`src/hw/rtl/jse_pkg.sv`:
```
// jse_pkg: shared types, codes, constants and text tables of the JSON stream emitter.
// No dependencies; used through scoped names by every other RTL file of the block but jse_if.sv.
package jse_pkg;

	localparam int MAX_DEPTH = 32;
	localparam int ADDR_W    = $clog2(MAX_DEPTH);
	localparam int LVL_W     = 6;
	localparam logic [LVL_W-1:0] MAX_LVL = LVL_W'(MAX_DEPTH);

	localparam logic [7:0] C_COMMA  = 8'h2C;
	localparam logic [7:0] C_RBRACK = 8'h5D;
	localparam logic [7:0] C_RBRACE = 8'h7D;

	typedef enum logic [3:0] {
		M_BEGIN_ARR = 4'd0,
		M_END_ARR   = 4'd1,
		M_BEGIN_OBJ = 4'd2,
		M_END_OBJ   = 4'd3,
		M_KEY       = 4'd4,
		M_STR_START = 4'd5,
		M_CHAR      = 4'd6,
		M_STR_END   = 4'd7,
		M_RAW_START = 4'd8,
		M_RAW_BYTE  = 4'd9,
		M_LITERAL   = 4'd10,
		M_CLOSE_TO  = 4'd11,
		M_RESET     = 4'd12
	} mode_t;

	typedef enum logic [2:0] {
		CS_EMPTY = 3'd0,
		CS_FIN   = 3'd1,
		CS_ARR_E = 3'd2,
		CS_ARR_N = 3'd3,
		CS_OBJ_E = 3'd4,
		CS_OBJ_N = 3'd5,
		CS_OBJ_K = 3'd6
	} cstate_t;

	typedef enum logic [1:0] {
		SM_OUT    = 2'd0,
		SM_KEY    = 2'd1,
		SM_STRING = 2'd2,
		SM_RAW    = 2'd3
	} smode_t;

	typedef enum logic [2:0] {
		ERR_OK         = 3'd0,
		ERR_VALUE      = 3'd1,
		ERR_NOT_ARRAY  = 3'd2,
		ERR_NOT_OBJECT = 3'd3,
		ERR_OVERFLOW   = 3'd4,
		ERR_STRING     = 3'd5,
		ERR_CLOSE      = 3'd6
	} err_t;

	typedef enum logic [4:0] {
		TK_NONE   = 5'd0,
		TK_DATA   = 5'd1,
		TK_QUOTE  = 5'd2,
		TK_KEYEND = 5'd3,
		TK_LBRACK = 5'd4,
		TK_LBRACE = 5'd5,
		TK_RBRACK = 5'd6,
		TK_RBRACE = 5'd7,
		TK_NULL   = 5'd8,
		TK_TRUE   = 5'd9,
		TK_FALSE  = 5'd10,
		TK_ESC_U0 = 5'd11,
		TK_ESC_R  = 5'd12,
		TK_ESC_N  = 5'd13,
		TK_ESC_T  = 5'd14,
		TK_ESC_Q  = 5'd15,
		TK_ESC_BS = 5'd16
	} tok_t;

	// controller to datapath
	typedef struct packed {
		logic take_en;
		logic capture;
		logic commit;
		logic ct_init;
		logic ct_dec;
		logic ct_final;
		logic ct_fail;
		logic rd_ptr;
		logic emit_load;
		logic pop_load;
		logic pop_upd;
	} cmd_t;

	// datapath to controller
	typedef struct packed {
		logic in_valid;
		logic slot_free;
		logic ct_walk;
		logic cs_cont;
		logic rd_cont;
		logic ptr_at_tgt;
		logic emit_last;
		logic pop_last;
	} sts_t;

	function automatic logic is_cont(cstate_t s);
		return (s == CS_ARR_E) || (s == CS_ARR_N) || (s == CS_OBJ_E) || (s == CS_OBJ_N);
	endfunction

	function automatic tok_t esc_tok(logic [7:0] d);
		tok_t t;
		case (d)
			8'h00:   t = TK_ESC_U0;
			8'h0D:   t = TK_ESC_R;
			8'h0A:   t = TK_ESC_N;
			8'h09:   t = TK_ESC_T;
			8'h22:   t = TK_ESC_Q;
			8'h5C:   t = TK_ESC_BS;
			default: t = TK_DATA;
		endcase
		return t;
	endfunction

	function automatic logic [2:0] tok_len(tok_t t);
		logic [2:0] n;
		case (t)
			TK_NONE:   n = 3'd0;
			TK_KEYEND: n = 3'd2;
			TK_NULL:   n = 3'd4;
			TK_TRUE:   n = 3'd4;
			TK_FALSE:  n = 3'd5;
			TK_ESC_U0: n = 3'd6;
			TK_ESC_R:  n = 3'd2;
			TK_ESC_N:  n = 3'd2;
			TK_ESC_T:  n = 3'd2;
			TK_ESC_Q:  n = 3'd2;
			TK_ESC_BS: n = 3'd2;
			default:   n = 3'd1;
		endcase
		return n;
	endfunction

	// text of a token, left aligned, picked by byte index
	function automatic logic [7:0] tok_byte(tok_t t, logic [2:0] idx, logic [7:0] d);
		logic [47:0] text_w;
		logic [47:0] sh;
		case (t)
			TK_DATA:   text_w = {d, 40'h0};
			TK_QUOTE:  text_w = {8'h22, 40'h0};
			TK_KEYEND: text_w = {8'h22, ":", 32'h0};
			TK_LBRACK: text_w = {"[", 40'h0};
			TK_LBRACE: text_w = {"{", 40'h0};
			TK_RBRACK: text_w = {C_RBRACK, 40'h0};
			TK_RBRACE: text_w = {C_RBRACE, 40'h0};
			TK_NULL:   text_w = {"null", 16'h0};
			TK_TRUE:   text_w = {"true", 16'h0};
			TK_FALSE:  text_w = {"false", 8'h0};
			TK_ESC_U0: text_w = {8'h5C, "u0000"};
			TK_ESC_R:  text_w = {8'h5C, "r", 32'h0};
			TK_ESC_N:  text_w = {8'h5C, "n", 32'h0};
			TK_ESC_T:  text_w = {8'h5C, "t", 32'h0};
			TK_ESC_Q:  text_w = {8'h5C, 8'h22, 32'h0};
			TK_ESC_BS: text_w = {8'h5C, 8'h5C, 32'h0};
			default:   text_w = '0;
		endcase
		sh = text_w << {idx, 3'b000};
		return sh[47:40];
	endfunction

endpackage

```
`src/hw/rtl/jse_if.sv`:
```
// jse_in_if / jse_out_if: valid-ready channels for writing events and text bytes.
// Depends on nothing; field widths follow the event and result formats.
interface jse_in_if;
	logic       valid;
	logic       ready;
	logic [3:0] mode;
	logic [7:0] data_byte;
	logic [5:0] target_level;

	modport source(output valid, mode, data_byte, target_level, input ready);
	modport sink(input valid, mode, data_byte, target_level, output ready);
endinterface

interface jse_out_if;
	logic       valid;
	logic       ready;
	logic [7:0] out_byte;
	logic       byte_valid;
	logic       last;
	logic [2:0] error;
	logic [5:0] depth_now;
	logic       finished;

	modport source(output valid, out_byte, byte_valid, last, error, depth_now, finished,
		input ready);
	modport sink(input valid, out_byte, byte_valid, last, error, depth_now, finished,
		output ready);
endinterface

```
`src/hw/rtl/jse_datapath.sv`:
```
// jse_datapath: writer state, container stack memory, event decode, text expansion
// and output register. Depends on jse_pkg and the channel interfaces in jse_if.sv.
module jse_datapath (
	input  logic          clk,
	input  logic          arst_n,
	jse_in_if.sink        evt,
	jse_out_if.source     txt,
	input  jse_pkg::cmd_t cmd,
	output jse_pkg::sts_t sts
);

	logic [3:0]                   mode_q;
	logic [7:0]                   data_q;
	logic [jse_pkg::LVL_W-1:0]    tgt_q;

	jse_pkg::cstate_t             cs_q;
	jse_pkg::smode_t              sm_q;
	logic [jse_pkg::LVL_W-1:0]    lvl_q;
	logic [jse_pkg::LVL_W-1:0]    ptr_q;

	jse_pkg::cstate_t             stack_mem [jse_pkg::MAX_DEPTH];
	jse_pkg::cstate_t             rd_q;
	logic [jse_pkg::ADDR_W-1:0]   rd_addr;

	jse_pkg::err_t                err_q;
	logic [jse_pkg::LVL_W-1:0]    dnow_q;
	logic                         fin_q;
	logic                         comma_q;
	jse_pkg::tok_t                tok_q;
	logic [2:0]                   idx_q;

	logic                         ov_q;
	logic [7:0]                   ob_q;
	logic                         bv_q;
	logic                         last_q;
	jse_pkg::err_t                oerr_q;
	logic [jse_pkg::LVL_W-1:0]    odep_q;
	logic                         ofin_q;

	logic                         vok;
	logic                         vcomma;
	jse_pkg::cstate_t             vns;
	logic [jse_pkg::LVL_W-1:0]    lvl_dec;

	jse_pkg::err_t                e_err;
	logic                         e_comma;
	jse_pkg::tok_t                e_tok;
	jse_pkg::cstate_t             e_ncs;
	jse_pkg::smode_t              e_nsm;
	logic [jse_pkg::LVL_W-1:0]    e_nlvl;
	logic                         e_push;

	logic [2:0]                   n_bytes;
	logic [7:0]                   cur_byte;
	logic                         emit_last;
	logic                         pop_last;

	assign lvl_dec = lvl_q - jse_pkg::LVL_W'(1);

	// state after one more value at this level
	always_comb begin
		vok    = 1'b1;
		vcomma = 1'b0;
		vns    = cs_q;
		case (cs_q)
			jse_pkg::CS_EMPTY: vns = jse_pkg::CS_FIN;
			jse_pkg::CS_ARR_E: vns = jse_pkg::CS_ARR_N;
			jse_pkg::CS_ARR_N: begin
				vns    = jse_pkg::CS_ARR_N;
				vcomma = 1'b1;
			end
			jse_pkg::CS_OBJ_K: vns = jse_pkg::CS_OBJ_N;
			default:           vok = 1'b0;
		endcase
	end

	// event decode against the current state
	always_comb begin
		e_err   = jse_pkg::ERR_OK;
		e_comma = 1'b0;
		e_tok   = jse_pkg::TK_NONE;
		e_ncs   = cs_q;
		e_nsm   = sm_q;
		e_nlvl  = lvl_q;
		e_push  = 1'b0;
		case (mode_q)
			jse_pkg::M_BEGIN_ARR, jse_pkg::M_BEGIN_OBJ: begin
				if (sm_q != jse_pkg::SM_OUT) begin
					e_err = jse_pkg::ERR_STRING;
				end else if (!vok) begin
					e_err = jse_pkg::ERR_VALUE;
				end else if (lvl_q >= jse_pkg::MAX_LVL) begin
					e_err = jse_pkg::ERR_OVERFLOW;
				end else begin
					e_comma = vcomma;
					e_push  = 1'b1;
					e_nlvl  = lvl_q + jse_pkg::LVL_W'(1);
					if (mode_q == jse_pkg::M_BEGIN_ARR) begin
						e_tok = jse_pkg::TK_LBRACK;
						e_ncs = jse_pkg::CS_ARR_E;
					end else begin
						e_tok = jse_pkg::TK_LBRACE;
						e_ncs = jse_pkg::CS_OBJ_E;
					end
				end
			end
			jse_pkg::M_END_ARR: begin
				if (sm_q != jse_pkg::SM_OUT) begin
					e_err = jse_pkg::ERR_STRING;
				end else if ((cs_q != jse_pkg::CS_ARR_E && cs_q != jse_pkg::CS_ARR_N)
						|| lvl_q == '0) begin
					e_err = jse_pkg::ERR_NOT_ARRAY;
				end else begin
					e_tok  = jse_pkg::TK_RBRACK;
					e_nlvl = lvl_dec;
					e_ncs  = rd_q;
				end
			end
			jse_pkg::M_END_OBJ: begin
				if (sm_q != jse_pkg::SM_OUT) begin
					e_err = jse_pkg::ERR_STRING;
				end else if ((cs_q != jse_pkg::CS_OBJ_E && cs_q != jse_pkg::CS_OBJ_N)
						|| lvl_q == '0) begin
					e_err = jse_pkg::ERR_NOT_OBJECT;
				end else begin
					e_tok  = jse_pkg::TK_RBRACE;
					e_nlvl = lvl_dec;
					e_ncs  = rd_q;
				end
			end
			jse_pkg::M_KEY: begin
				if (sm_q != jse_pkg::SM_OUT) begin
					e_err = jse_pkg::ERR_STRING;
				end else if (cs_q == jse_pkg::CS_OBJ_N || cs_q == jse_pkg::CS_OBJ_E) begin
					e_comma = (cs_q == jse_pkg::CS_OBJ_N);
					e_tok   = jse_pkg::TK_QUOTE;
					e_ncs   = jse_pkg::CS_OBJ_K;
					e_nsm   = jse_pkg::SM_KEY;
				end else begin
					e_err = jse_pkg::ERR_NOT_OBJECT;
				end
			end
			jse_pkg::M_STR_START: begin
				if (sm_q != jse_pkg::SM_OUT) begin
					e_err = jse_pkg::ERR_STRING;
				end else if (!vok) begin
					e_err = jse_pkg::ERR_VALUE;
				end else begin
					e_comma = vcomma;
					e_tok   = jse_pkg::TK_QUOTE;
					e_ncs   = vns;
					e_nsm   = jse_pkg::SM_STRING;
				end
			end
			jse_pkg::M_CHAR: begin
				if (sm_q == jse_pkg::SM_KEY || sm_q == jse_pkg::SM_STRING) begin
					e_tok = jse_pkg::esc_tok(data_q);
				end else begin
					e_err = jse_pkg::ERR_STRING;
				end
			end
			jse_pkg::M_STR_END: begin
				case (sm_q)
					jse_pkg::SM_KEY: begin
						e_tok = jse_pkg::TK_KEYEND;
						e_nsm = jse_pkg::SM_OUT;
					end
					jse_pkg::SM_STRING: begin
						e_tok = jse_pkg::TK_QUOTE;
						e_nsm = jse_pkg::SM_OUT;
					end
					jse_pkg::SM_RAW: e_nsm = jse_pkg::SM_OUT;
					default:         e_err = jse_pkg::ERR_STRING;
				endcase
			end
			jse_pkg::M_RAW_START: begin
				if (sm_q != jse_pkg::SM_OUT) begin
					e_err = jse_pkg::ERR_STRING;
				end else if (!vok) begin
					e_err = jse_pkg::ERR_VALUE;
				end else begin
					e_comma = vcomma;
					e_ncs   = vns;
					e_nsm   = jse_pkg::SM_RAW;
				end
			end
			jse_pkg::M_RAW_BYTE: begin
				if (sm_q != jse_pkg::SM_RAW) e_err = jse_pkg::ERR_STRING;
				else e_tok = jse_pkg::TK_DATA;
			end
			jse_pkg::M_LITERAL: begin
				if (sm_q != jse_pkg::SM_OUT) begin
					e_err = jse_pkg::ERR_STRING;
				end else if (data_q > 8'd2 || !vok) begin
					e_err = jse_pkg::ERR_VALUE;
				end else begin
					e_comma = vcomma;
					e_ncs   = vns;
					if (data_q == 8'd0) e_tok = jse_pkg::TK_NULL;
					else if (data_q == 8'd1) e_tok = jse_pkg::TK_TRUE;
					else e_tok = jse_pkg::TK_FALSE;
				end
			end
			jse_pkg::M_CLOSE_TO: begin
				// a real close walks the stack under the controller
				if (sm_q != jse_pkg::SM_OUT) e_err = jse_pkg::ERR_STRING;
			end
			jse_pkg::M_RESET: begin
				e_ncs  = jse_pkg::CS_EMPTY;
				e_nsm  = jse_pkg::SM_OUT;
				e_nlvl = '0;
			end
			default: ;
		endcase
	end

	// text expansion of the registered plan
	assign n_bytes   = {2'b00, comma_q} + jse_pkg::tok_len(tok_q);
	assign emit_last = (n_bytes == 3'd0) || (idx_q == n_bytes - 3'd1);
	assign cur_byte  = (n_bytes == 3'd0) ? 8'h00 :
		(comma_q && idx_q == 3'd0) ? jse_pkg::C_COMMA :
		jse_pkg::tok_byte(tok_q, idx_q - {2'b00, comma_q}, data_q);
	assign pop_last  = (lvl_dec == tgt_q);

	assign rd_addr = cmd.rd_ptr ? ptr_q[jse_pkg::ADDR_W-1:0] : lvl_dec[jse_pkg::ADDR_W-1:0];

	// saved container states, one per open level
	always_ff @(posedge clk) begin
		if (cmd.commit && e_push) begin
			stack_mem[lvl_q[jse_pkg::ADDR_W-1:0]] <= vns;
		end
		rd_q <= stack_mem[rd_addr];
	end

	always_ff @(posedge clk or negedge arst_n) begin
		if (!arst_n) begin
			cs_q  <= jse_pkg::CS_EMPTY;
			sm_q  <= jse_pkg::SM_OUT;
			lvl_q <= '0;
			ov_q  <= 1'b0;
		end else begin
			if (cmd.commit) begin
				cs_q  <= e_ncs;
				sm_q  <= e_nsm;
				lvl_q <= e_nlvl;
			end else if (cmd.pop_upd) begin
				cs_q  <= rd_q;
				lvl_q <= lvl_dec;
			end
			if (cmd.emit_load || cmd.pop_load) ov_q <= 1'b1;
			else if (txt.ready) ov_q <= 1'b0;
		end
	end

	always_ff @(posedge clk) begin
		if (cmd.capture) begin
			mode_q <= evt.mode;
			data_q <= evt.data_byte;
			tgt_q  <= evt.target_level;
		end
		if (cmd.commit) begin
			err_q   <= e_err;
			dnow_q  <= e_nlvl;
			fin_q   <= (e_ncs == jse_pkg::CS_FIN);
			comma_q <= e_comma;
			tok_q   <= e_tok;
			idx_q   <= '0;
		end else if (cmd.ct_fail) begin
			err_q   <= jse_pkg::ERR_CLOSE;
			dnow_q  <= lvl_q;
			fin_q   <= (cs_q == jse_pkg::CS_FIN);
			comma_q <= 1'b0;
			tok_q   <= jse_pkg::TK_NONE;
			idx_q   <= '0;
		end else if (cmd.ct_final) begin
			// the level closed down to is known before the first bracket goes out
			err_q  <= jse_pkg::ERR_OK;
			dnow_q <= tgt_q;
			fin_q  <= (rd_q == jse_pkg::CS_FIN);
		end else if (cmd.emit_load) begin
			idx_q <= idx_q + 3'd1;
		end
		if (cmd.ct_init) ptr_q <= lvl_dec;
		else if (cmd.ct_dec) ptr_q <= ptr_q - jse_pkg::LVL_W'(1);
		if (cmd.emit_load) begin
			ob_q   <= cur_byte;
			bv_q   <= (n_bytes != 3'd0);
			last_q <= emit_last;
			oerr_q <= err_q;
			odep_q <= dnow_q;
			ofin_q <= fin_q;
		end else if (cmd.pop_load) begin
			ob_q   <= (cs_q == jse_pkg::CS_ARR_E || cs_q == jse_pkg::CS_ARR_N) ?
				jse_pkg::C_RBRACK : jse_pkg::C_RBRACE;
			bv_q   <= 1'b1;
			last_q <= pop_last;
			oerr_q <= err_q;
			odep_q <= dnow_q;
			ofin_q <= fin_q;
		end
	end

	assign evt.ready = cmd.take_en;

	assign txt.valid      = ov_q;
	assign txt.out_byte   = ob_q;
	assign txt.byte_valid = bv_q;
	assign txt.last       = last_q;
	assign txt.error      = oerr_q;
	assign txt.depth_now  = odep_q;
	assign txt.finished   = ofin_q;

	assign sts.in_valid   = evt.valid;
	assign sts.slot_free  = !ov_q || txt.ready;
	assign sts.ct_walk    = (mode_q == jse_pkg::M_CLOSE_TO) && (sm_q == jse_pkg::SM_OUT)
		&& (tgt_q < lvl_q);
	assign sts.cs_cont    = jse_pkg::is_cont(cs_q);
	assign sts.rd_cont    = jse_pkg::is_cont(rd_q);
	assign sts.ptr_at_tgt = (ptr_q == tgt_q);
	assign sts.emit_last  = emit_last;
	assign sts.pop_last   = pop_last;

endmodule

```
`src/hw/rtl/jse_ctrl.sv`:
```
// jse_ctrl: sequencer of the JSON stream emitter (accept, decode, emit, close walk).
// Depends on jse_pkg for the command and status structs.
module jse_ctrl (
	input  logic          clk,
	input  logic          arst_n,
	input  jse_pkg::sts_t sts,
	output jse_pkg::cmd_t cmd
);

	typedef enum logic [6:0] {
		S_IDLE   = 7'b0000001,
		S_DECODE = 7'b0000010,
		S_EMIT   = 7'b0000100,
		S_CT_RD  = 7'b0001000,
		S_CT_TST = 7'b0010000,
		S_CT_POP = 7'b0100000,
		S_CT_UPD = 7'b1000000
	} state_t;

	state_t state_q;
	state_t state_nxt;

	always_comb begin
		cmd       = '0;
		state_nxt = state_q;
		case (state_q)
			S_IDLE: begin
				cmd.take_en = 1'b1;
				if (sts.in_valid) begin
					cmd.capture = 1'b1;
					state_nxt   = S_DECODE;
				end
			end
			S_DECODE: begin
				if (sts.ct_walk) begin
					if (sts.cs_cont) begin
						cmd.ct_init = 1'b1;
						state_nxt   = S_CT_RD;
					end else begin
						cmd.ct_fail = 1'b1;
						state_nxt   = S_EMIT;
					end
				end else begin
					cmd.commit = 1'b1;
					state_nxt  = S_EMIT;
				end
			end
			S_EMIT: begin
				if (sts.slot_free) begin
					cmd.emit_load = 1'b1;
					if (sts.emit_last) state_nxt = S_IDLE;
				end
			end
			S_CT_RD: begin
				cmd.rd_ptr = 1'b1;
				state_nxt  = S_CT_TST;
			end
			S_CT_TST: begin
				// last read is the state left behind, the rest must be containers
				if (sts.ptr_at_tgt) begin
					cmd.ct_final = 1'b1;
					state_nxt    = S_CT_POP;
				end else if (!sts.rd_cont) begin
					cmd.ct_fail = 1'b1;
					state_nxt   = S_EMIT;
				end else begin
					cmd.ct_dec = 1'b1;
					state_nxt  = S_CT_RD;
				end
			end
			S_CT_POP: begin
				if (sts.slot_free) begin
					cmd.pop_load = 1'b1;
					state_nxt    = S_CT_UPD;
				end
			end
			S_CT_UPD: begin
				cmd.pop_upd = 1'b1;
				state_nxt   = sts.pop_last ? S_IDLE : S_CT_POP;
			end
			default: state_nxt = S_IDLE;
		endcase
	end

	always_ff @(posedge clk or negedge arst_n) begin
		if (!arst_n) begin
			state_q <= S_IDLE;
		end else begin
			state_q <= state_nxt;
		end
	end

endmodule

```
`src/hw/rtl/json_stream_emitter_top.sv`:
```
// json_stream_emitter_top: streaming JSON text writer, controller plus datapath.
// Depends on jse_pkg, jse_if.sv, jse_ctrl and jse_datapath.
//
//   channel  dir  handshake      payload
//   evt      in   valid/ready    mode[3:0] data_byte[7:0] target_level[5:0]
//   txt      out  valid/ready    out_byte[7:0] byte_valid last error[2:0]
//                                depth_now[5:0] finished
//
// One event at a time: accepted in S_IDLE, decoded in S_DECODE, then one text beat per
// cycle while txt is free (at least one beat, the most for an escaped NUL).
// close_to walks the stack memory with one read per level (S_CT_RD, S_CT_TST), then
// emits each bracket through S_CT_POP and S_CT_UPD, waiting while txt is stalled.
// arst_n clears the writer state and the output valid flag; the stack needs no clear.
// A stalled txt beat holds in the output register; evt stays not ready meanwhile
// only while the current event still has beats to place.
module json_stream_emitter_top (
	input  logic      clk,
	input  logic      arst_n,
	jse_in_if.sink    evt,
	jse_out_if.source txt
);

	jse_pkg::cmd_t cmd;
	jse_pkg::sts_t sts;

	jse_ctrl u_ctrl (
		.clk    (clk),
		.arst_n (arst_n),
		.sts    (sts),
		.cmd    (cmd)
	);

	jse_datapath u_datapath (
		.clk    (clk),
		.arst_n (arst_n),
		.evt    (evt),
		.txt    (txt),
		.cmd    (cmd),
		.sts    (sts)
	);

endmodule

```
`src/flat_wrapper.sv`:
```
// flat-port wrapper written by rule: the top's interface ports become plain ports
module json_stream_emitter_top_flat 
  (clk, arst_n, evt_valid, evt_mode, evt_data_byte, evt_target_level, evt_ready, txt_valid, txt_out_byte, txt_byte_valid, txt_last, txt_error, txt_depth_now, txt_finished, txt_ready);
  jse_in_if evt_i ();
  jse_out_if txt_i ();
  input  logic clk;
  input  logic arst_n;
  input wire logic [$bits(evt_i.valid)-1:0] evt_valid;
  input wire logic [$bits(evt_i.mode)-1:0] evt_mode;
  input wire logic [$bits(evt_i.data_byte)-1:0] evt_data_byte;
  input wire logic [$bits(evt_i.target_level)-1:0] evt_target_level;
  output wire logic [$bits(evt_i.ready)-1:0] evt_ready;
  output wire logic [$bits(txt_i.valid)-1:0] txt_valid;
  output wire logic [$bits(txt_i.out_byte)-1:0] txt_out_byte;
  output wire logic [$bits(txt_i.byte_valid)-1:0] txt_byte_valid;
  output wire logic [$bits(txt_i.last)-1:0] txt_last;
  output wire logic [$bits(txt_i.error)-1:0] txt_error;
  output wire logic [$bits(txt_i.depth_now)-1:0] txt_depth_now;
  output wire logic [$bits(txt_i.finished)-1:0] txt_finished;
  input wire logic [$bits(txt_i.ready)-1:0] txt_ready;
  assign evt_i.valid = evt_valid;
  assign evt_i.mode = evt_mode;
  assign evt_i.data_byte = evt_data_byte;
  assign evt_i.target_level = evt_target_level;
  assign evt_ready = evt_i.ready;
  assign txt_valid = txt_i.valid;
  assign txt_out_byte = txt_i.out_byte;
  assign txt_byte_valid = txt_i.byte_valid;
  assign txt_last = txt_i.last;
  assign txt_error = txt_i.error;
  assign txt_depth_now = txt_i.depth_now;
  assign txt_finished = txt_i.finished;
  assign txt_i.ready = txt_ready;
  json_stream_emitter_top u_core (.clk(clk), .arst_n(arst_n), .evt(evt_i), .txt(txt_i));
endmodule
```
`config.mk`:
```
export PLATFORM = sky130hd
export DESIGN_NAME = json_stream_emitter_top_flat
export DESIGN_NICKNAME = d
export VERILOG_FILES = /design/src/hw/rtl/jse_pkg.sv /design/src/hw/rtl/jse_if.sv /design/src/hw/rtl/jse_datapath.sv /design/src/hw/rtl/jse_ctrl.sv /design/src/hw/rtl/json_stream_emitter_top.sv /design/src/flat_wrapper.sv
export SDC_FILE = /design/constraint.sdc
export NUM_CORES = 1
export LEC_CHECK = 0
export BUFFER_PORTS_ARGS = -buffer_cell sky130_fd_sc_hd__buf_4
export CORE_ASPECT_RATIO = 0.8
export CORE_UTILIZATION = 25
export DETAILED_ROUTE_END_ITERATION = 8
export PLACE_DENSITY = 0.41
export SYNTH_ARGS = -nofsm -noshare
export SYNTH_HDL_FRONTEND = slang
export SYNTH_HIERARCHICAL = 1
export SYNTH_SLANG_ARGS = --single-unit
```
`constraint.sdc`:
```
create_clock -name clk -period 8 [get_ports clk]
set_clock_uncertainty 0.2 [all_clocks]
set_input_delay 1.6 -clock clk [delete_from_list [all_inputs] [get_ports clk]]
set_output_delay 1.6 -clock clk [all_outputs]
set_load 0.02 [all_outputs]
```
==> flow_summary_export.csv, run 1 <==
group,metric,value,unit
outcome,status,"finished clean",
clock_tree,cts_max_path_buffers,2,
sta,finalCritPeriodShare,0.541,
die,die_w,230,um
critical_path,start_kind,"flop",
critical_path,end_kind,"flop",
clock_tree,cts_root_buffer,"clkbuf_16",
die,num_rows,66,
placed_design,gp_congestion,0.834,
job,max_cap_viol_count,0,
yosys,yosys_most_used_dff,"edfxtp_1",
die,die_area,42400,um2
worst_hold_path,hold_start,"u_core/u_datapath/err_q[1]",
routing,detail-route-antenna-nets,0,
sta,hold_violations,0,
finish,fillers,4194,
critical_path,required,8170,ps
die,ios,44,
finish,final_nets,999,
yosys,syn_area,10400,um2
clock_tree,post_cts_buffers,0,
sta,min_period,4330,ps
worst_hold_path,hold_path_depth,0,
routing,drc,0,
worst_hold_path,holdPathEnd,"u_core/u_datapath/txt.error[1]",
clock_tree,cts_buffers,17,
yosys,synthTopCellsByArea,"edfxtp_1 (45%), dfrtp_1 (4.3%), mux4_2 (4.3%), nor2_1 (3.4%), ha_1 (3.1%)",
critical_path,worstPathMaxFanout,16,
yosys,synth_fp_nets,989,
yosys,async_flop_share,0.103,
sta,finalMaxSlewViolations,0,
critical_path,r2r-start,"u_core/u_datapath/lvl_q[2]",
finish,drive_above_1_share,0.142,
global_route,grt-ovfl-total,0,
clock_tree,clk_pin_slew,70,ps
yosys,synth_top_cell_by_area,"edfxtp_1",
yosys,synth_edf_count,156,
global_route,grt_max_degree,44,
global_route,track_usage,0.141,
sta,clock.fmax,0.231,GHz
yosys,ys_ff_latch,184,
sta,tightestPinTransition,1070,ps
yosys,syn_inst,941,
die,die-height,184,um
die,initial_core_util,0.255,
finish,num_antenna_cells,0,
critical_path,crit_type,"reg2reg",
critical_path,worstRegToRegCells,14,
routing,drtPass1Iterations,5,
placed_design,dp_hpwl,20.8,mm
yosys,synth_seq_area_share,0.514,
clock_tree,cts_tree,"yes",
placed_design,placed_area,11200,um2
yosys,ys_warn_count,6,
power_and_ir_drop,power_density,312,nW/um2
clock_tree,post_cts_resized,0,
yosys,synth_top_area_share,0.451,
clock_tree,worstSkewPairLatency,450,ps
power_and_ir_drop,irDropWorstVdd,180,uV
critical_path,arrival,4510,ps
clock_tree,htree_levels,4,
critical_path,rrSetupSlack,3670,ps
sta,maxSlewHeadroom,0.285,
routing,dr_total_vias,7484,
finish,area_growth,13.3,%
sta,grt_setup_unrepaired,"false",
sta,tns,0,ps
clock_tree,numClockSinks,184,
global_route,grt_pass1_wl,44.9,mm
clock_tree,cts_hold_buf,0,
finish,design_area,11800,um2
die,core,40800,um2
placed_design,io_buffer_count,43,
worst_hold_path,hold_path.class,"reg2reg",
routing,drt-vias-per-instance,4.97,
power_and_ir_drop,leakage,4.01,nW
global_route,antenna_found_initial,0,
global_route,grt_pass1_vias,7069,
sta,finalSetupViolCount,0,
routing,drtIter0Drc,722,
routing,drt-total-wl,29.2,mm
yosys,syn_avg_cell_area,11.0,um2
routing,drt-wirelength-per-cell,19.4,um
yosys,synth.distinct_cells,90,
-- layer usage --
metal | track usage | wire length [um]
met5 | 0 | 0
met3 | 0.0433 | 1810
met1 | 0.217 | 15500
met2 | 0.188 | 11700
met4 | 0.0331 | 230
-- placed cells by master, fill, tap and decap left out, types with 19 or more instances in the layout --
cell type	Yosys	final
nand2_1	57	57
a21oi_1	45	45
nor2b_1	19	19
nand3_1	23	23
xnor2_1	24	24
buf_4	6	57
ha_1	26	26
o21ai_0	36	36
nor2_1	95	95
nand2b_1	21	21
mux2i_1	27	27
nor3_1	28	28
inv_1	34	34
edfxtp_1	156	156
mux4_2	20	20
-- cell type report --
class / count / area [um2] / share of cell area
well taps: 544 / 681 / 0.0578
clock inverters: 13 / 109 / 0.00924
clock buffers: 18 / 429 / 0.0364
repair buffers: 57 / 428 / 0.0363
multi-input cells: 655 / 4650 / 0.395
flip-flops and latches: 184 / 5340 / 0.454
inverters: 36 / 135 / 0.0115
-- Yosys cell counts, types with 8 or more instances --
master and n:
clkbuf_1 41, nor3b_1 8, dfxtp_1 9, buf_2 11
inv_1 34, o211ai_1 11, edfxtp_1 156, dfrtp_1 18
a21oi_1 45, nor3_1 28, o21ai_0 36, a211oi_1 9
o21a_1 10, nand3_1 23, o21ai_1 9, ha_1 26
and3_1 9, nor2b_1 19, mux2i_1 27, nor2_1 95
nand2_1 57, mux4_2 20, xnor2_1 24, or3_1 8
nand2b_1 21, xor2_1 17, o22ai_1 8
-- per-stage QoR --
| stage | utilization | hold slack, ps | setup slack (ps) | total power [W] | std cells |
|---|---|---|---|---|---|
| after global placement | 0.275 | 210 | 3900 | 0.00291 | 1476 |
| after detailed placement | 0.275 | 226 | 3700 | 0.00289 | 1476 |
| after CTS | 0.289 | 244 | 3670 | 0.00370 | 1507 |
| final | 0.289 | 241 | 3670 | 0.00367 | 1507 |
| after floorplan | - | 200 | 4380 | 0.00242 | 941 |
| after global routing | 0.289 | 252 | 3280 | 0.00390 | 1507 |
-- how the worst max path moves through the flow --
| stage | startpoint | endpoint | slack, ps | cells after the start |
|---|---|---|---|---|
| 4_1_cts | u_core/u_datapath/lvl_q[2] | flop | 3670 | 14 |
| 6_report | u_core/u_datapath/lvl_q[2] | flop | 3670 | 14 |
| 3_5_place_dp | u_core/u_datapath/lvl_q[2] | flop | 3700 | 14 |
| 2_1_floorplan | u_core/u_datapath/lvl_q[2] | u_core/u_datapath/dnow_q[0] | 4380 | 13 |
| 5_1_grt | u_core/u_datapath/lvl_q[2] | flop | 3280 | 14 |
| 3_3_place_gp | u_core/u_datapath/lvl_q[2] | flop | 3900 | 14 |
-- sequential cells by signal (all words and copies together) (netlist names), 7 cells and up, named ones only --
signal,count
u_core/u_datapath/txt.out_byte,8
u_core/u_datapath/stack_mem,96
u_core/u_datapath/data_q,8
u_core/u_ctrl/state_q,7
-- critical path, stage by stage, from the launching register on --
cell and delay, ps:
dfrtp_1 680, inv_1 280, ha_1 340, o21a_1 100
o21a_1 150, o21ai_0 140, nand2b_1 80, a211oi_1 460
nor3b_1 220, or2_1 520, nor2_1 190, inv_1 340
nor2_1 120, o21ai_1 220, a2bb2oi_1 200
-- power breakdown --
| group | switching (W) | internal [W] | leakage (nW) |
|---|---|---|---|
| logic | 0.000899 | 0.000566 | 2.03 |
| clock network | 0.000393 | 0.000405 | 0.264 |
| registers | 0.000180 | 0.00123 | 1.71 |
-- cell families (layout without fill, tap and decap cells) --
logic type | count (synthesis) | after routing | synth area share
simple gates | 321 | 321 | 0.161
compound gates | 213 | 213 | 0.141
flops | 184 | 184 | 0.514
buf+inv | 102 | 124 | 0.0411
mux | 54 | 54 | 0.0770
xor+xnor | 41 | 41 | 0.0346
fa+ha+maj | 26 | 26 | 0.0313
(Power assumes the default switching activity.)
==> run 2, diff against run 1 <==
--- a/config.mk
+++ b/config.mk
@@ -5,6 +5,7 @@
 export SDC_FILE = /design/constraint.sdc
 export NUM_CORES = 1
 export LEC_CHECK = 0
+export ABC_AREA = 1
 export BUFFER_PORTS_ARGS = -buffer_cell sky130_fd_sc_hd__buf_4
 export CORE_ASPECT_RATIO = 0.8
 export CORE_UTILIZATION = 25
==> constraint.sdc (replaced) <==
create_clock -name clk -period 4.4 [get_ports clk]
set_clock_uncertainty 0.2 [all_clocks]
set_input_delay 0.88 -clock clk [delete_from_list [all_inputs] [get_ports clk]]
set_output_delay 0.88 -clock clk [all_outputs]
set_load 0.02 [all_outputs]
==> run 2 against run 1 <==
Final area down 0.58%. Die area down 1.9%. Global-route usage up 0.67 points. Count of clock-buffer cells in the layout up 1. Largest cell class unchanged.
==> flow_summary_export.csv, run 2 <==
group,metric,value,unit
outcome,status,"finished clean",
finish,design_area,11700,um2
clock_tree,clk_pin_slew,80,ps
sta,maxSlewHeadroom,0.422,
yosys,synth_xor_area_frac,0.0103,
global_route,grt_pass1_vias,8047,
die,die_w,228,um
finish,utilization,0.294,
finish,fillers,4196,
sta,grt_setup_unrepaired,"false",
yosys,synthTopCellsByArea,"edfxtp_1 (46%), nand2_1 (7.7%), nor2_1 (7.5%), dfrtp_1 (4.4%), o21ai_0 (4.3%)",
clock_tree,post_cts_buffers,0,
yosys,synth_edf_count,156,
clock_tree,htree_levels,4,
worst_hold_path,hold_path.class,"in2async",
global_route,grt_max_degree,49,
job,max_cap_viol_count,0,
yosys,synth_top_cell_by_area,"edfxtp_1",
sta,finalCritPeriodShare,0.834,
critical_path,cpLargestDelayFamily,"simple AND/OR/NAND/NOR gates",
routing,detail-route-antenna-nets,0,
sta,min_period,3670,ps
clock_tree,cts_root_buffer,"clkbuf_16",
die,initial_core_util,0.256,
routing,dr_total_vias,8213,
global_route,track_usage,0.148,
yosys,syn_area,10200,um2
clock_tree,worstSkewPairLatency,450,ps
routing,drt-vias-per-instance,4.69,
sta,tightestPinTransition,866,ps
finish,num_antenna_cells,0,
clock_tree,cts_hold_buf,0,
critical_path,cp_slowest_stage_delay,630,ps
yosys,synth_seq_area_share,0.524,
yosys,synth_top_area_share,0.460,
clock_tree,numClockSinks,184,
sta,clock.fmax,0.272,GHz
clock_tree,cts_max_path_buffers,2,
yosys,ys_warn_count,6,
yosys,muxShareOfSynthArea,0,
finish,drive_above_1_share,0.131,
clock_tree,post_cts_resized,0,
critical_path,crit_type,"reg2reg",
power_and_ir_drop,irDropWorstVdd,259,uV
yosys,synth.distinct_cells,46,
power_and_ir_drop,power_density,617,nW/um2
yosys,synth_fp_nets,1210,
placed_design,gp_congestion,0.911,
finish,largest_register_ffs,96,
yosys,ys_ff_latch,184,
routing,drc,0,
finish,final_common_cell,"nand2_1",
yosys,synth_most_common_cell,"nand2_1",
global_route,grt_pass1_wl,47.1,mm
die,ios,44,
placed_design,dp_hpwl,21.7,mm
routing,drtPass1Iterations,7,
global_route,antenna_found_initial,0,
finish,most-common-layout-cells,"nand2_1 (208), nor2_1 (202), edfxtp_1 (156), inv_1 (113), o21ai_0 (88)",
critical_path,worstPathMaxFanout,20,
yosys,yosys_most_used_dff,"edfxtp_1",
yosys,synth_top_family_by_area,"simple AND/OR/NAND/NOR gates",
routing,drt-wirelength-per-cell,17.0,um
critical_path,crit_chain,"inv_1 -> ha_1 -> nand4_1 -> o221ai_1 -> nor3_1 -> nor2_1 -> buf_4 -> inv_1 -> nor2_1 -> nand2_1 -> nor2_1",
die,num_rows,65,
clock_tree,cts_tree,"yes",
sta,finalSetupViolCount,0,
yosys,syn_inst,1162,
critical_path,cp_slowest_cell,"dfrtp_1",
finish,area_growth,14.9,%
die,die_area,41600,um2
die,core,39800,um2
critical_path,required,4320,ps
die,die-height,183,um
power_and_ir_drop,leakage,4.57,nW
critical_path,rrSetupSlack,730,ps
sta,hold_violations,0,
critical_path,start_kind,"flop",
sta,tns,0,ps
critical_path,path_common_cell,"nor2_1",
critical_path,end_kind,"flop",
sta,finalMaxSlewViolations,0,
finish,multi_input_area,4210,um2
global_route,grt-ovfl-total,0,
yosys,async_flop_share,0.103,
routing,drt-total-wl,29.8,mm
yosys,synth-compound-area-share,0.121,
placed_design,io_buffer_count,43,
yosys,yosys.area_share.simple,0.249,
clock_tree,cts_buffers,17,
yosys,yosys-top-cells-count,"nand2_1 (208), nor2_1 (203), edfxtp_1 (156)",
yosys,syn_avg_cell_area,8.77,um2
placed_design,placed_area,11100,um2
yosys,synthAdderAreaFrac,0.0319,
finish,final_nets,1251,
critical_path,arrival,3590,ps
routing,drtIter0Drc,704,
finish,regArea,5340,um2
critical_path,critPathBufInv,3,
==> run 2: worst paths after layout <==
check,from,endpoint,cells past startpoint
setup reg to reg,u_core/u_datapath/lvl_q[3],u_core/u_datapath/stack_mem[6][1],11
hold reg to reg,u_core/u_datapath/dnow_q[3],u_core/u_datapath/txt.depth_now[3],0
hold / removal,arst_n,u_core/u_datapath/lvl_q[2],1
setup / recovery,u_core/u_datapath/lvl_q[3],u_core/u_datapath/stack_mem[6][1],11
max in group asynchronous,arst_n,u_core/u_ctrl/state_q[0],1
min in group clk,u_core/u_datapath/dnow_q[3],u_core/u_datapath/txt.depth_now[3],0
==> run 2: report_power, final <==
part | switching, W | leakage, nW | internal (W)
combinational | 0.00226 | 2.54 | 0.000939
sequential | 0.000230 | 1.75 | 0.00221
clock | 0.000726 | 0.282 | 0.000855
total | 0.00322 | 4.57 | 0.00400
==> run 2: cell type report <==
cell class	count	area share
flip-flops and latches	184	0.456
multi-input cells	816	0.359
well taps	536	0.0573
inverters	129	0.0414
clock buffers	19	0.0370
repair buffers	55	0.0353
clock inverters	13	0.0134
==> run 2: cells by family (layout without fill, tap and decap cells) <==
kind of cell             Yosys count  after routing
XOR/XNOR                          12             12
adder cells (fa/ha/maj)           26             26
AO/OA/AOI/OAI                    205            205
AND/OR/NAND/NOR                  573            573
flip-flops                       184            184
buffers and inverters            162            216
==> run 2: stage by stage <==
step                      power, W  instances  worst slack [ps]  hold WS, ps
after floorplan            0.00465       1162              1330          200
after global placement     0.00574       1720               832          208
after detailed placement   0.00566       1720               785          205
after CTS                  0.00726       1752               752          120
after global routing       0.00776       1752               438          124
final                      0.00722       1752               730          136
==> run 2: per-layer routing <==
metal	GRT usage	vias up	part of all wire	wire length [um]
li1	-	4059	-	-
met1	0.227	3905	0.54	16100
met2	0.202	226	0.40	11800
met3	0.0342	23	0.052	1550
met4	0.0422	0	0.013	398
met5	0	-	0	0
